===== src/rtl/spca_ram.sv =====
// One-write one-read RAM with registered, write-first read data.
// Standalone; holds one replica of the two path-cost banks.
module spca_ram #(
	parameter int ADDR_W = 8,
	parameter int DATA_W = 16
) (
	input  logic              clk,
	input  logic              we,
	input  logic [ADDR_W-1:0] wa,
	input  logic [DATA_W-1:0] wd,
	input  logic              re,
	input  logic [ADDR_W-1:0] ra,
	output logic [DATA_W-1:0] rd
);

	logic [DATA_W-1:0] mem [2**ADDR_W];
	logic [DATA_W-1:0] rd_q;

	always_ff @(posedge clk) begin
		if (we) begin
			mem[wa] <= wd;
		end
	end

	// a read colliding with the write of the same edge returns the new word
	always_ff @(posedge clk) begin
		if (re) begin
			rd_q <= (we && (wa == ra)) ? wd : mem[ra];
		end
	end

	assign rd = rd_q;

endmodule


===== config.mk =====
export PLATFORM = sky130hd
export DESIGN_NAME = spca_ram
export DESIGN_NICKNAME = d
export VERILOG_FILES = /design/src/rtl/spca_ram.sv
export SDC_FILE = /design/constraint.sdc
export NUM_CORES = 2
export LEC_CHECK = 0
export CAP_MARGIN = 20
export CELL_PAD_IN_SITES_DETAIL_PLACEMENT = 0
export CELL_PAD_IN_SITES_GLOBAL_PLACEMENT = 2
export CORE_MARGIN = 5
export CORE_UTILIZATION = 40
export CTS_CLUSTER_DIAMETER = 150
export DETAILED_ROUTE_END_ITERATION = 10
export DONT_BUFFER_PORTS = 1
export MAX_ROUTING_LAYER = met4
export PLACE_DENSITY = 0.7
export SLEW_MARGIN = 20
export SYNTH_ARGS = -nofsm -noshare
export SYNTH_HDL_FRONTEND = slang
export SYNTH_SLANG_ARGS = --single-unit
export TNS_END_PERCENT = 100

===== constraint.sdc =====
create_clock -name clk -period 2.7 [get_ports clk]
set_input_delay 0.405 -clock clk [delete_from_list [all_inputs] [get_ports clk]]
set_output_delay 0.405 -clock clk [all_outputs]
set_load 0.005 [all_outputs]

==> metrics.json <==
{
  "finalWeightedCongestion": {"value": 0.840},
  "multiInputGateArea": {"value": 32900, "unit": "um2"},
  "synth_compound_area_frac": {"value": 0.0378},
  "detailroute.via_count": {"value": 82700},
  "maxSlewHeadroom": {"value": 0.171},
  "cts.htree.levels": {"value": 5},
  "timing.critical_path.arrival": {"value": 3.67, "unit": "ns"},
  "path_class": {"value": "in -> reg"},
  "multiplexer_fraction_of_the_synthesized_cell_area": {"value": 0.143},
  "timing.fmax": {"value": 350, "unit": "MHz"},
  "timing.critical_path.slowest_stage_cell": {"value": "sky130_fd_sc_hd__nor3_1"},
  "grt_start_max_net_pins": {"value": 258},
  "synth_simple_gate_area_frac": {"value": 0.0222},
  "sequential_cell_area": {"value": 123000, "unit": "um2"},
  "violations": {"value": "negative hold slack, negative setup slack"},
  "fp.dieArea": {"value": 408000, "unit": "um2"},
  "core": {"value": 395000, "unit": "um2"},
  "floorplan.die.width": {"value": 639, "unit": "um"},
  "vias_per_cell": {"value": 5.94},
  "timing_worst_slew_pin_value": {"value": 1.24, "unit": "ns"},
  "ys_warn_count": {"value": 0},
  "syn_inst": {"value": 7444},
  "synthXorXnorAreaFrac": {"value": 0.000443},
  "period_utilization": {"value": 1.06},
  "num_io_pins": {"value": 51},
  "drtPass1Iterations": {"value": 8},
  "worst-path-max-fanout": {"value": 91},
  "drc": {"value": 0},
  "hold_path.class": {"value": "in -> reg"},
  "utilization_of_the_core_after_routing": {"value": 0.472},
  "clock_skew": {"value": 0.0508, "unit": "ns"},
  "clk-insertion-delay-late": {"value": 0.98, "unit": "ns"},
  "dr.first_iter.drc_count": {"value": 11900},
  "die_height": {"value": 639, "unit": "um"},
  "synth_area": {"value": 158000, "unit": "um2"},
  "final_max_slew_viol_count": {"value": 0},
  "power.leakage": {"value": 0.0597, "unit": "uW"},
  "postSynth.topFlopCell": {"value": "sky130_fd_sc_hd__edfxtp_1"},
  "hold-worst-slack": {"value": -0.448, "unit": "ns"},
  "synth-seq-cells": {"value": 4112},
  "commonest_non_fill_non_tap_cell_in_the_layout": {"value": "sky130_fd_sc_hd__edfxtp_1"},
  "worst_slack": {"value": -0.160, "unit": "ns"},
  "finalWirelength": {"value": 478, "unit": "mm"},
  "max_cap_violations": {"value": 0},
  "synth.lib_cells_used.distinct": {"value": 67},
  "layout.filler_cells": {"value": 32500},
  "share_of_the_yosys_chip_area_belonging_to_registers": {"value": 0.780},
  "synth_fp_nets": {"value": 7479},
  "async_flop_share": {"value": 0},
  "port_buffers": {"value": 0},
  "top_library_cells_by_usage_in_the_layout_fill_and_taps_aside": {"value": "sky130_fd_sc_hd__edfxtp_1 (4112), sky130_fd_sc_hd__mux4_2 (803), sky130_fd_sc_hd__buf_4 (722)"},
  "ir_worst_vdd": {"value": 0.576, "unit": "mV"},
  "tritoncts": {"value": "built"},
  "routedWlPerCell": {"value": 34.3, "unit": "um"},
  "detail-route-antenna-nets": {"value": 0},
  "number_of_antenna_violations_at_the_first_check_in_global_routing": {"value": 22},
  "main_combinational_cell_family_by_area_after_synthesis": {"value": "multiplexers"},
  "drive_above_1_share": {"value": 0.287},
  "cts_inserted_buffers": {"value": 414},
  "worst_stage_delay_on_the_critical_path": {"value": 0.87, "unit": "ns"},
  "final_hold_violating_endpoints": {"value": 1561},
  "synth-edff-count": {"value": 4112},
  "globalRouteTotalUtil": {"value": 0.234},
  "grt_pass1_wl": {"value": 656, "unit": "mm"},
  "path_cells": {"value": "buf_16 > buf_16 > buf_16 > or2_4 > buf_12 > o22ai_1 > a211oi_1 > buf_4 > nor3_1 > o41ai_1 > buf_4 > and3_1 > nor2_1"},
  "adder_and_majority_gate_portion_of_the_synthesized_area": {"value": 0},
  "layout-area-overhead-vs-synth": {"value": 17.8, "unit": "%"},
  "cts.clk_slew.worst_paths": {"value": 0.06, "unit": "ns"},
  "setup_viol_count_final": {"value": 4},
  "grt_pass1_vias": {"value": 81800},
  "rows": {"value": 231},
  "dpl.hpwl": {"value": 258, "unit": "mm"},
  "cpMostUsedCell": {"value": "sky130_fd_sc_hd__buf_16"},
  "initial_core_util": {"value": 0.400},
  "status": {"value": "finished, violations left"},
  "finalNetCount": {"value": 8363},
  "ctsRootBufferMaster": {"value": "sky130_fd_sc_hd__clkbuf_16"},
  "grt.overflow.total": {"value": 0},
  "unrepaired_setup_endpoints_after_global_routing": {"value": "true"},
  "syn-mean-instance-area": {"value": 21.3, "unit": "um2"},
  "cts-root-to-sink-buffers": {"value": 4},
  "final.min_clock_period": {"value": 2.86, "unit": "ns"},
  "tritoncts_num_sinks": {"value": 4112},
  "worstSetupStartpointType": {"value": "primary input"},
  "timing.critical_path.required": {"value": 3.51, "unit": "ns"},
  "cp_capture_type": {"value": "flip-flop"},
  "p_per_area": {"value": 720, "unit": "nW/um2"}
}
-- logic make-up (layout without fill, tap and decap cells) --
kind of cell / after synthesis / in the layout
flip-flops: 4112 / 4112
XOR/XNOR: 8 / 8
other: 0 / 14
multiplexers: 1257 / 1257
AND/OR/NAND/NOR: 784 / 784
buffers and inverters: 466 / 1694
AO/OA/AOI/OAI: 817 / 817
-- final cells by class --
class / instances / area share
repair buffers: 927 / 0.0539
well taps: 5242 / 0.0352
clock inverters: 257 / 0.0134
flip-flops and latches: 4112 / 0.663
clock buffers: 503 / 0.0580
inverters: 7 / 0.000168
diodes: 14 / 0.000188
multi-input cells: 2866 / 0.177
-- critical path, delay by kind of cell --
kind                   cells  cell delay (ns)
and+or+nand+nor            4             1.44
AOI/OAI and AO/OA          3             0.54
buffers and inverters      6             1.13
-- report_power, final --
group / switching, uW / internal, uW / leakage, uW / total, uW
Combinational: 3840 / 2870 / 0.0163 / 6710
Clock: 24300 / 32600 / 0.00650 / 56900
Sequential: 113 / 70400 / 0.0370 / 70500
-- Yosys cell counts (all sizes together), types with 47 or more instances --
library cell,instances,area [um2]
a211oi,63,473
edfxtp,4112,123000
mux2i,411,4110
o22ai,107,669
a22oi,261,1960
nor2,362,1360
clkbuf,229,860
nor2b,63,394
mux4,803,18100
o21ai,47,235
nand3,69,345
o221ai,73,639
a21oi,77,385
nand2,148,556
buf,230,1620
-- per-stage QoR --
stage               area [um2]  setup WS [ns]  cells  TNS [ns]  total power (uW)
detailed placement      170000          -4.69  13000    -69.72             77500
global route            186000        -0.0562  13900    -0.112            138000
floorplan               158000        -0.0167   7444   -0.0219             75100
global placement        170000          -4.90  13000    -72.28             77500
finish                  186000         -0.160  13900    -0.304            134000
CTS                     186000        -0.0591  13900   -0.0591            134000
-- sequential cells by signal, summed over array words and instances, names as in the netlist --
register  count
mem        4096
rd           16
-- layer usage --
layer | vias to the layer above | part of all wire | global-route usage | wire length, um
li1 | 33200 | - | - | -
met1 | 44600 | 0.40 | 0.325 | 193000
met2 | 4052 | 0.46 | 0.355 | 222000
met3 | 787 | 0.093 | 0.0382 | 44700
met4 | 0 | 0.039 | 0.0764 | 18700
met5 | - | 0 | - | 0
-- what timing repair did --
action                      CTS  global route
setup buffers                20             8
gates resized for setup      40            58
pin swaps                     9            21
setup endpoints to repair    16            16
hold buffers                 20            13
hold endpoints to repair   4130          3385
gates cloned                 43             4
-- path summary, 6_finish.rpt --
path,startpoint,to,slack [ns],cells past startpoint
worst max register to register,mem[86][11],rd[11],0.02,9
worst min register to register,mem[253][0],rd[0],1.15,6
worst min-delay path,wd[0],mem[205][0],-0.45,0
worst max-delay path,ra[1],rd[8],-0.16,13
Note: power is estimated with default switching activity, not from simulation.
