--- src/rtl/spca_pkg.sv ---
// Shared types and constants for the SGM path cost aggregation block.
// Used by spca_cost_unit and sgm_path_cost_aggregation.
package spca_pkg;

	localparam int MATCH_W = 8;
	localparam int DISP_W  = 7;
	localparam int OUT_W   = 16;
	localparam int P1_W    = 8;
	localparam int P2_W    = 10;
	localparam int CNT_W   = 8;
	localparam int CFG_IDX_W = 2;

	// register map
	localparam logic [CFG_IDX_W-1:0] REG_PENALTY_SMALL   = 2'd0;
	localparam logic [CFG_IDX_W-1:0] REG_PENALTY_LARGE   = 2'd1;
	localparam logic [CFG_IDX_W-1:0] REG_DISPARITY_COUNT = 2'd2;

	localparam logic [P1_W-1:0]  P1_RESET    = 8'd10;
	localparam logic [P2_W-1:0]  P2_RESET    = 10'd120;
	localparam logic [CNT_W-1:0] COUNT_RESET = 8'd64;
	localparam int               COUNT_HW_MAX = 128;

	typedef logic [MATCH_W-1:0] match_t;
	typedef logic [DISP_W-1:0]  disp_t;
	typedef logic [P1_W-1:0]    p1_t;
	typedef logic [P2_W-1:0]    p2_t;

	// neighbor selection for one element
	typedef struct packed {
		logic pass;     // first pixel of path: cost goes straight through
		logic use_left;
		logic use_right;
	} nbr_ctrl_t;

endpackage

--- src/rtl/spca_cost_unit.sv ---
// Path cost for one disparity: C + min(Lp[d], Lp[d+-1]+P1, minLp+P2) - minLp,
// saturated at the cost ceiling. Depends on spca_pkg.
module spca_cost_unit #(
	parameter int COST_BITS = 16
) (
	input  spca_pkg::nbr_ctrl_t          ctrl,
	input  spca_pkg::match_t             cost,
	input  logic [COST_BITS-1:0]         prev_c,
	input  logic [COST_BITS-1:0]         prev_l,
	input  logic [COST_BITS-1:0]         prev_r,
	input  logic [COST_BITS-1:0]         prev_min,
	input  spca_pkg::p1_t                p1,
	input  spca_pkg::p2_t                p2,
	output logic [COST_BITS-1:0]         value
);
	import spca_pkg::*;

	localparam int VW = COST_BITS + 2;
	localparam logic [VW-1:0] CEIL = VW'((64'd1 << COST_BITS) - 64'd1);

	logic [VW-1:0] cand_l, cand_r, cand_g, best0, best1, best, diff, sum;

	always_comb begin
		cand_l = VW'(prev_l) + VW'(p1);
		cand_r = VW'(prev_r) + VW'(p1);
		cand_g = VW'(prev_min) + VW'(p2);
		best0  = (ctrl.use_left && (cand_l < VW'(prev_c))) ? cand_l : VW'(prev_c);
		best1  = (ctrl.use_right && (cand_r < best0)) ? cand_r : best0;
		best   = (cand_g < best1) ? cand_g : best1;
		diff   = (best > VW'(prev_min)) ? (best - VW'(prev_min)) : '0;
		sum    = ctrl.pass ? VW'(cost) : (VW'(cost) + diff);
		value  = (sum > CEIL) ? CEIL[COST_BITS-1:0] : sum[COST_BITS-1:0];
	end

endmodule

--- config.mk ---
export PLATFORM = sky130hd
export DESIGN_NAME = spca_cost_unit
export DESIGN_NICKNAME = d
export VERILOG_FILES = /design/src/rtl/spca_pkg.sv /design/src/rtl/spca_cost_unit.sv
export SDC_FILE = /design/constraint.sdc
export NUM_CORES = 1
export LEC_CHECK = 0
export BUFFER_PORTS_ARGS = -buffer_cell sky130_fd_sc_hd__buf_2
export CAP_MARGIN = 20
export CORE_MARGIN = 5
export CORE_UTILIZATION = 63
export DETAILED_ROUTE_END_ITERATION = 10
export PLACE_DENSITY = 0.91
export SETUP_SLACK_MARGIN = 0.15
export SLEW_MARGIN = 20
export SYNTH_ARGS = -nofsm -noshare
export SYNTH_HDL_FRONTEND = slang
export SYNTH_SLANG_ARGS = --single-unit
--- constraint.sdc ---
create_clock -name vclk -period 49.9
set_input_delay 7.485 -clock vclk [all_inputs]
set_output_delay 7.485 -clock vclk [all_outputs]
set_load 0.03 [all_outputs]
==> results of run 1 <==
cell usage after synthesis (3+ instances only):
cell	instances	share of area
sky130_fd_sc_hd__nor2_1	61	0.048
sky130_fd_sc_hd__clkbuf_1	8	0.0063
sky130_fd_sc_hd__and3_1	4	0.0052
sky130_fd_sc_hd__nand2b_1	8	0.010
sky130_fd_sc_hd__o31ai_1	4	0.0063
sky130_fd_sc_hd__nand2_1	37	0.029
sky130_fd_sc_hd__a21o_1	16	0.025
sky130_fd_sc_hd__or4_1	4	0.0063
sky130_fd_sc_hd__o21bai_1	4	0.0063
sky130_fd_sc_hd__xnor2_1	40	0.073
sky130_fd_sc_hd__a21oi_1	46	0.048
sky130_fd_sc_hd__nand3_1	15	0.016
sky130_fd_sc_hd__o21ai_0	34	0.036
sky130_fd_sc_hd__or3_1	4	0.0052
sky130_fd_sc_hd__o21ai_2	3	0.0055
sky130_fd_sc_hd__ha_1	97	0.25
sky130_fd_sc_hd__buf_2	4	0.0042
sky130_fd_sc_hd__and2_1	7	0.0091
sky130_fd_sc_hd__nor3_1	14	0.015
sky130_fd_sc_hd__a211oi_1	12	0.019
sky130_fd_sc_hd__mux2i_1	21	0.044
sky130_fd_sc_hd__nor4_1	5	0.0065
sky130_fd_sc_hd__and4_1	3	0.0055
sky130_fd_sc_hd__nand4_1	18	0.024
sky130_fd_sc_hd__o31a_1	3	0.0055
sky130_fd_sc_hd__inv_1	63	0.049
sky130_fd_sc_hd__o21ai_1	5	0.0052
sky130_fd_sc_hd__o22ai_1	8	0.010
sky130_fd_sc_hd__xor2_1	22	0.040
sky130_fd_sc_hd__nor2b_1	7	0.0091
sky130_fd_sc_hd__a21o_2	3	0.0055
sky130_fd_sc_hd__o21a_1	13	0.020
sky130_fd_sc_hd__o211a_1	3	0.0063
sky130_fd_sc_hd__a41oi_1	3	0.0055
sky130_fd_sc_hd__mux2_2	8	0.019
sky130_fd_sc_hd__a31oi_1	5	0.0065
sky130_fd_sc_hd__fa_1	5	0.021
worst max-delay path, delay by kind of cell:
family | cells | cell delay [ns]
AO/OA/AOI/OAI | 31 | 8.28
AND/OR/NAND/NOR | 13 | 3.36
adder cells (fa/ha/maj) | 7 | 2.01
multiplexers | 2 | 0.84
buffers and inverters | 4 | 0.49
XOR/XNOR | 1 | 0.21
per-layer routing:
metal	vias to the layer above	track usage	part of all wire
met5	-	0	0
met4	0	0.0551	0.019
met3	30	0.0179	0.051
met2	190	0.476	0.48
met1	2444	0.362	0.45
li1	2636	-	-
logic make-up (layout without fill, tap and decap cells):
group / after synthesis / after routing / share of synthesized area
AO/OA/AOI/OAI: 192 / 192 / 0.280
XOR/XNOR: 62 / 62 / 0.113
adder cells (fa/ha/maj): 102 / 102 / 0.275
buffers and inverters: 77 / 172 / 0.0646
multiplexers: 31 / 31 / 0.0682
other: 1 / 1 / 0.000784
AND/OR/NAND/NOR: 193 / 193 / 0.198
final timing paths:
kind / endpoint / startpoint / slack, ns / cells past startpoint
worst max-delay path: value[2] / p1[1] / 19.79 / 58
worst min-delay path: value[4] / cost[4] / 15.35 / 4
area by class of cell:
| class | count | area, um2 | share of cell area |
|---|---|---|---|
| Timing Repair Buffer | 109 | 546 | 0.101 |
| Inverter | 63 | 236 | 0.0439 |
| Tap cell | 99 | 124 | 0.0230 |
| Multi-Input combinational cell | 581 | 4480 | 0.832 |
power breakdown:
| part | internal [mW] | total, mW | switching [mW] |
|---|---|---|---|
| clock network | 0 | 0 | 0 |
| logic | 0.0656 | 0.164 | 0.0988 |
| registers | 0 | 0 | 0 |
| total | 0.0656 | 0.164 | 0.0988 |
==> results_tabular.tex, run 1 <==
\begin{tabular}{lr}
\hline
Metric & Value \\
\hline
\multicolumn{2}{l}{\textbf{Run status}} \\
\quad Status & finished clean \\
\multicolumn{2}{l}{\textbf{Place}} \\
\quad Number of buffer cells added on primary ports & 109 \\
\quad Cell count after placement & 852 \\
\quad Area after detailed placement & 0.00538 mm2 \\
\quad Routability cong. & 0.893 \\
\quad HPWL reported at the end of detailed placement & 11.8 mm \\
\quad Post-placement setup slack & 20.19 ns \\
\multicolumn{2}{l}{\textbf{STA}} \\
\quad Final worst-path cycle share & 0.603 \\
\quad Slew at the pin closest to its max-slew limit & 1.04 ns \\
\quad Clock period minus worst slack & 30.11 ns \\
\quad Final Max Slew Viols & 0 \\
\quad Worst Hold Margin & 15.35 ns \\
\quad Fmax achieved & 0.0332 GHz \\
\quad Number of hold violations in the final report & 0 \\
\quad Final worst-path setup slack & 19.79 ns \\
\quad Number of endpoints failing setup at the final stage & 0 \\
\quad RSZ-0062 raised after global routing & false \\
\quad Total negative setup slack & 0 ns \\
\quad Relative max-transition margin & 0.304 \\
\multicolumn{2}{l}{\textbf{Die}} \\
\quad Total Die Area & 0.00944 mm2 \\
\quad Die Y-Extent & 97.2 um \\
\quad Core Area & 0.00733 mm2 \\
\quad Standard-cell row count & 31 \\
\quad Die width & 97.2 um \\
\quad Starting Density & 0.653 \\
\quad \# IOs & 109 \\
\multicolumn{2}{l}{\textbf{Power}} \\
\quad Worst vdd rail ir drop & 0.0000197 V \\
\quad Cell area power density & 30.5 mW/mm2 \\
\quad Post-layout power & 164 uW \\
\quad Static leakage power & 2.72 nW \\
\multicolumn{2}{l}{\textbf{Synth}} \\
\quad Share of the yosys chip area belonging to registers & 0 \\
\quad Mean post-synth cell area & 7.27 um2 \\
\quad Number of warning messages in the yosys log & 0 \\
\quad Net count after synthesis & 853 \\
\quad Post-Synthesis Cell Area & 0.00479 mm2 \\
\quad Gate Count Post-Synth & 658 \\
\quad Unique cell type count in the Yosys netlist & 69 \\
\multicolumn{2}{l}{\textbf{Finish}} \\
\quad Most common cell after layout, fill and taps aside & sky130\_fd\_sc\_hd\_\_buf\_2 \\
\quad Most frequent cells in the layout & sky130\_fd\_sc\_hd\_\_buf\_2 (109), sky130\_fd\_sc\_hd\_\_ha\_1 (97), sky130\_fd\_sc\_hd\_\_inv\_1 (63), sky130\_fd\_sc\_hd\_\_nor2\_1 (61), sky130\_fd\_sc\_hd\_\_a21oi\_1 (46) \\
\quad Area taken by flip-flops and latches & 0 um2 \\
\quad Fill cells & 600 \\
\quad Area grow syn2layout & 12.5\% \\
\quad Area of all placed cells without fillers & 0.00538 mm2 \\
\quad Fraction of layout instances using a drive strength above 1 & 0.185 \\
\quad Final Non-Filler Cells & 852 \\
\quad Antenna cell count & 0 \\
\quad Final net count & 950 \\
\quad Number of clock-tree buffers in the layout & 0 \\
\quad Final core utilization & 0.734 \\
\quad Number of flip-flops and latches & 0 \\
\multicolumn{2}{l}{\textbf{Clock network}} \\
\quad Hold-fix buffers at CTS & 0 \\
\quad Postcts setup bufs & 0 \\
\quad Post-cts gate resize count & 0 \\
\multicolumn{2}{l}{\textbf{Routing}} \\
\quad DRC marker count from the first detailed-route iteration & 263 \\
\quad Total wire length after detailed routing & 13.4 mm \\
\quad Via count & 5300 \\
\quad Number of nets with antenna violations after detailed routing & 0 \\
\quad Routed length per placed instance & 15.8 um \\
\quad DRC & 0 \\
\quad Ratio of routed vias to standard cells & 6.22 \\
\quad Number of optimization iterations in the first detailed-route pass & 6 \\
\multicolumn{2}{l}{\textbf{Worst setup path}} \\
\quad Endpoint required time on the critical path & 42.42 ns \\
\quad Critical path startpoint category & input port \\
\quad CP most frequent cell & sky130\_fd\_sc\_hd\_\_o21ai\_0 \\
\quad Crit-path max cell delay & 0.84 ns \\
\quad Worst endpoint data arrival time & 22.63 ns \\
\quad Endpoint kind of the worst setup timing path & primary output \\
\quad Top fanout value on the critical path & 16 \\
\quad Slowest cell on the critical path & sky130\_fd\_sc\_hd\_\_a21oi\_1 \\
\quad Worst setup path category & input port to primary output \\
\multicolumn{2}{l}{\textbf{Global route}} \\
\quad Initial antenna violation count & 0 \\
\quad Pin count of the biggest net entering global routing & 18 \\
\quad Wire length of the first global-routing pass & 22.7 mm \\
\quad Overall Global Routing Usage & 0.271 \\
\quad Number of global-route vias before repair & 5222 \\
\quad Remaining global-route overflow & 0 \\
\multicolumn{2}{l}{\textbf{Hold path}} \\
\quad Hold Path Class & input port to primary output \\
\multicolumn{2}{l}{\textbf{Run}} \\
\quad Max Cap Viol & 0 \\
\hline
\end{tabular}
(Power assumes the default switching activity.)
==> inputs of run 2 (changes only) <==
Settings changed: ABC_AREA set to 1, CORE_UTILIZATION 63 to 58, PLACE_DENSITY 0.91 to 0.85.
Clock period 49.9 ns to 28.3 ns, I/O delays scaled along.
==> run 2 against run 1 <==
  * Non-clock buffer count unchanged
  * Area after synthesis decreased by 1.3%
  * Hold slack lost 6.5 ns
  * Synthesized cell count rose by 17%
  * Critical path type unchanged
  * Critical path depth increased by 17
  * Combinational power increased by 65%
  * Wire length down 19%
==> results_tabular.tex, run 2 <==
\begin{tabular}{lr}
\hline
Metric & Value \\
\hline
\multicolumn{2}{l}{\textbf{Synth}} \\
\quad Unique cell type count in the Yosys netlist & 46 (-33\%) \\
\quad Net count after synthesis & 968 (+13\%) \\
\quad Portion of synthesized cell area occupied by the leading cell type & 0.257 (+0.00343) \\
\quad Commonest cells in the netlist & sky130\_fd\_sc\_hd\_\_nand2\_1 (175), sky130\_fd\_sc\_hd\_\_inv\_1 (129), sky130\_fd\_sc\_hd\_\_ha\_1 (97) \\
\quad Post-Synthesis Cell Area & 0.00472 mm2 (-1.3\%) \\
\quad Cell type with the largest total area after synthesis & sky130\_fd\_sc\_hd\_\_ha\_1 \\
\quad Largest cells by area after synthesis & sky130\_fd\_sc\_hd\_\_ha\_1 (26\%), sky130\_fd\_sc\_hd\_\_nand2\_1 (14\%), sky130\_fd\_sc\_hd\_\_inv\_1 (10\%) \\
\quad Number of warning messages in the yosys log & 0 (unchanged) \\
\quad Mean post-synth cell area & 6.11 um2 (-16\%) \\
\quad Gate Count Post-Synth & 773 (+17\%) \\
\quad Most numerous cell in the Yosys netlist & sky130\_fd\_sc\_hd\_\_nand2\_1 \\
\quad Share of the yosys chip area belonging to registers & 0 (unchanged) \\
\multicolumn{2}{l}{\textbf{Hold path}} \\
\quad Cell depth of the worst hold path & 4 (unchanged) \\
\quad Hold Path Origin & cost[0] \\
\quad Hold path endpoint & value[0] \\
\quad Hold Path Class & input port to primary output \\
\multicolumn{2}{l}{\textbf{Finish}} \\
\quad Most common cell after layout, fill and taps aside & sky130\_fd\_sc\_hd\_\_nand2\_1 \\
\quad Final core utilization & 0.660 (-0.0745) \\
\quad Most frequent cells in the layout & sky130\_fd\_sc\_hd\_\_nand2\_1 (175), sky130\_fd\_sc\_hd\_\_inv\_1 (129), sky130\_fd\_sc\_hd\_\_buf\_2 (109), sky130\_fd\_sc\_hd\_\_ha\_1 (97), sky130\_fd\_sc\_hd\_\_o21ai\_0 (63) \\
\quad Area grow syn2layout & 13.1\% \\
\quad Number of flip-flops and latches & 0 (unchanged) \\
\quad Area of all placed cells without fillers & 0.00534 mm2 (-0.81\%) \\
\quad Area taken by flip-flops and latches & 0 um2 (unchanged) \\
\quad Final net count & 1067 (+12\%) \\
\quad Number of clock-tree buffers in the layout & 0 (unchanged) \\
\quad Fraction of layout instances using a drive strength above 1 & 0.183 (-0.00184) \\
\quad Antenna cell count & 0 (unchanged) \\
\multicolumn{2}{l}{\textbf{Routing}} \\
\quad Total wire length after detailed routing & 10.8 mm (-19\%) \\
\quad Number of optimization iterations in the first detailed-route pass & 4 (-2) \\
\quad Ratio of routed vias to standard cells & 5.18 (-17\%) \\
\quad Via count & 5051 (-4.7\%) \\
\quad DRC marker count from the first detailed-route iteration & 113 (-57\%) \\
\quad DRC & 0 (unchanged) \\
\quad Number of nets with antenna violations after detailed routing & 0 (unchanged) \\
\quad Routed length per placed instance & 11.1 um (-30\%) \\
\multicolumn{2}{l}{\textbf{Worst setup path}} \\
\quad Slowest cell on the critical path & sky130\_fd\_sc\_hd\_\_fa\_1 \\
\quad Crit-path max cell delay & 0.45 ns (-0.39 ns) \\
\quad Top fanout value on the critical path & 31 (+15) \\
\quad Endpoint kind of the worst setup timing path & primary output \\
\quad Worst path bufs/invs & 12 (+8) \\
\quad Worst setup path category & input port to primary output \\
\quad Family of cells with the greatest summed delay on the critical path & simple AND/OR/NAND/NOR gates \\
\quad Endpoint required time on the critical path & 24.05 ns (-18.37 ns) \\
\quad Worst endpoint data arrival time & 15.66 ns (-6.97 ns) \\
\quad Critical path startpoint category & input port \\
\quad CP most frequent cell & sky130\_fd\_sc\_hd\_\_nand2\_1 \\
\multicolumn{2}{l}{\textbf{Die}} \\
\quad Total Die Area & 0.0100 mm2 (+6.4\%) \\
\quad Core Area & 0.00809 mm2 (+10\%) \\
\quad Standard-cell row count & 33 (+6.5\%) \\
\quad Die width & 100 um (+3.2\%) \\
\quad Die Y-Extent & 100 um (+3.2\%) \\
\quad \# IOs & 109 (unchanged) \\
\quad Starting Density & 0.583 (-0.0694) \\
\multicolumn{2}{l}{\textbf{Global route}} \\
\quad Initial antenna violation count & 0 (unchanged) \\
\quad Number of global-route vias before repair & 4804 (-8.0\%) \\
\quad Met2 usage & 0.409 (-0.0668) \\
\quad Most utilized layer in the global route result & met2 \\
\quad Pin count of the biggest net entering global routing & 32 (+14) \\
\quad Met3 demand-to-capacity share in global routing & 0.0111 (-0.00683) \\
\quad Wire length of the first global-routing pass & 19.0 mm (-16\%) \\
\quad Remaining global-route overflow & 0 (unchanged) \\
\quad Overall Global Routing Usage & 0.214 (-0.0566) \\
\quad Met1 usage & 0.269 (-0.0938) \\
\multicolumn{2}{l}{\textbf{Power}} \\
\quad Int Pwr & 100 uW (+53\%) \\
\quad Cell area power density & 50.6 mW/mm2 (+66\%) \\
\quad Switch share & 0.630 (+0.0288) \\
\quad Worst vdd rail ir drop & 0.0000214 V (+8.7\%) \\
\quad Static leakage power & 3.15 nW (+16\%) \\
\quad Total net switching power & 170 uW (+72\%) \\
\quad Part of the power in the clock network & 0 (unchanged) \\
\quad Sequential group share of total power & 0 (unchanged) \\
\quad Power share of the combinational group & 1.000 (about the same) \\
\multicolumn{2}{l}{\textbf{Place}} \\
\quad Number of buffer cells added on primary ports & 109 (unchanged) \\
\quad HPWL reported at the end of detailed placement & 9.98 mm (-15\%) \\
\quad Routability cong. & 0.860 (-3.7\%) \\
\quad Area after detailed placement & 0.00534 mm2 (-0.81\%) \\
\multicolumn{2}{l}{\textbf{STA}} \\
\quad Final Max Slew Viols & 0 (unchanged) \\
\quad Fmax achieved & 0.0502 GHz \\
\quad RSZ-0062 raised after global routing & false \\
\quad Number of endpoints failing setup at the final stage & 0 (unchanged) \\
\quad Number of hold violations in the final report & 0 (unchanged) \\
\quad Slew at the pin closest to its max-slew limit & 0.644 ns (-0.399 ns) \\
\quad Relative max-transition margin & 0.565 (+0.261) \\
\quad Total negative setup slack & 0 ns (unchanged) \\
\quad Clock period minus worst slack & 19.90 ns \\
\quad Final worst-path cycle share & 0.703 \\
\multicolumn{2}{l}{\textbf{Run status}} \\
\quad Status & finished clean \\
\multicolumn{2}{l}{\textbf{Clock network}} \\
\quad Post-cts gate resize count & 0 (unchanged) \\
\quad Postcts setup bufs & 0 (unchanged) \\
\quad Hold-fix buffers at CTS & 0 (unchanged) \\
\multicolumn{2}{l}{\textbf{Run}} \\
\quad Max Cap Viol & 0 (unchanged) \\
\hline
\end{tabular}
run 2: changes by cell type in the layout (fill, tap and decap cells not counted), moves of 9 or more:
cell,change
sky130_fd_sc_hd__nand3_1,+30
sky130_fd_sc_hd__nand2_1,+138
sky130_fd_sc_hd__xnor2_1,-20
sky130_fd_sc_hd__a211oi_1,-10
sky130_fd_sc_hd__o21ai_0,+29
sky130_fd_sc_hd__xor2_1,+11
sky130_fd_sc_hd__o21a_1,-13
sky130_fd_sc_hd__a21oi_1,+15
sky130_fd_sc_hd__a21o_1,-9
sky130_fd_sc_hd__inv_1,+66
sky130_fd_sc_hd__nor2_1,-38
sky130_fd_sc_hd__nand2_2,+20
sky130_fd_sc_hd__mux2i_1,-20
run 2: how the worst max path moves through the flow:
stage / start / depth (start not counted) / endpoint / slack (ns)
finish: p1[2] / 75 / value[15] / 8.40
global route: p1[2] / 75 / value[15] / 6.69
CTS: p1[2] / 75 / value[15] / 8.34
detailed placement: p1[2] / 75 / value[15] / 8.37
global placement: p1[2] / 75 / value[4] / 8.58
floorplan: prev_l[2] / 78 / value[10] / 9.59
run 2: layout make-up:
class	instances	area [um2]
Multi-Input combinational cell	630	4170
Timing Repair Buffer	109	546
Fill cell	786	2750
Tap cell	105	131
Inverter	131	492
run 2: metal layers:
metal	vias up	wire length [um]
met5	-	0
met2	111	5110
li1	2767	-
met4	0	124
met1	2163	5050
met3	10	540
run 2: power groups by stage:
stage          Sequential (mW)  Combinational, mW  Clock (mW)
2_1_floorplan                0              0.218           0
3_3_place_gp                 0              0.266           0
3_5_place_dp                 0              0.270           0
4_1_cts                      0              0.271           0
5_1_grt                      0              0.310           0
6_report                     0              0.270           0
run 2: logic make-up (layout without fill, tap and decap cells):
group | count (synthesis) | in the layout | synth area share
other | 1 | 1 | 0.000794
xor gates and xnor gates | 53 | 53 | 0.0983
and+or+nand+nor | 308 | 308 | 0.301
AOI/OAI and AO/OA | 165 | 165 | 0.202
adders and majority gates | 102 | 102 | 0.278
buffers and inverters | 143 | 240 | 0.117
muxes | 1 | 1 | 0.00212
run 2: stage by stage:
stage | hold slack (ns) | std cells | setup slack (ns) | total power [mW]
2_1_floorplan | 8.73 | 773 | 9.59 | 0.218
3_3_place_gp | 8.89 | 975 | 8.58 | 0.266
3_5_place_dp | 8.89 | 975 | 8.37 | 0.270
4_1_cts | 8.89 | 975 | 8.34 | 0.271
5_1_grt | 8.93 | 975 | 6.69 | 0.310
6_report | 8.88 | 975 | 8.40 | 0.270
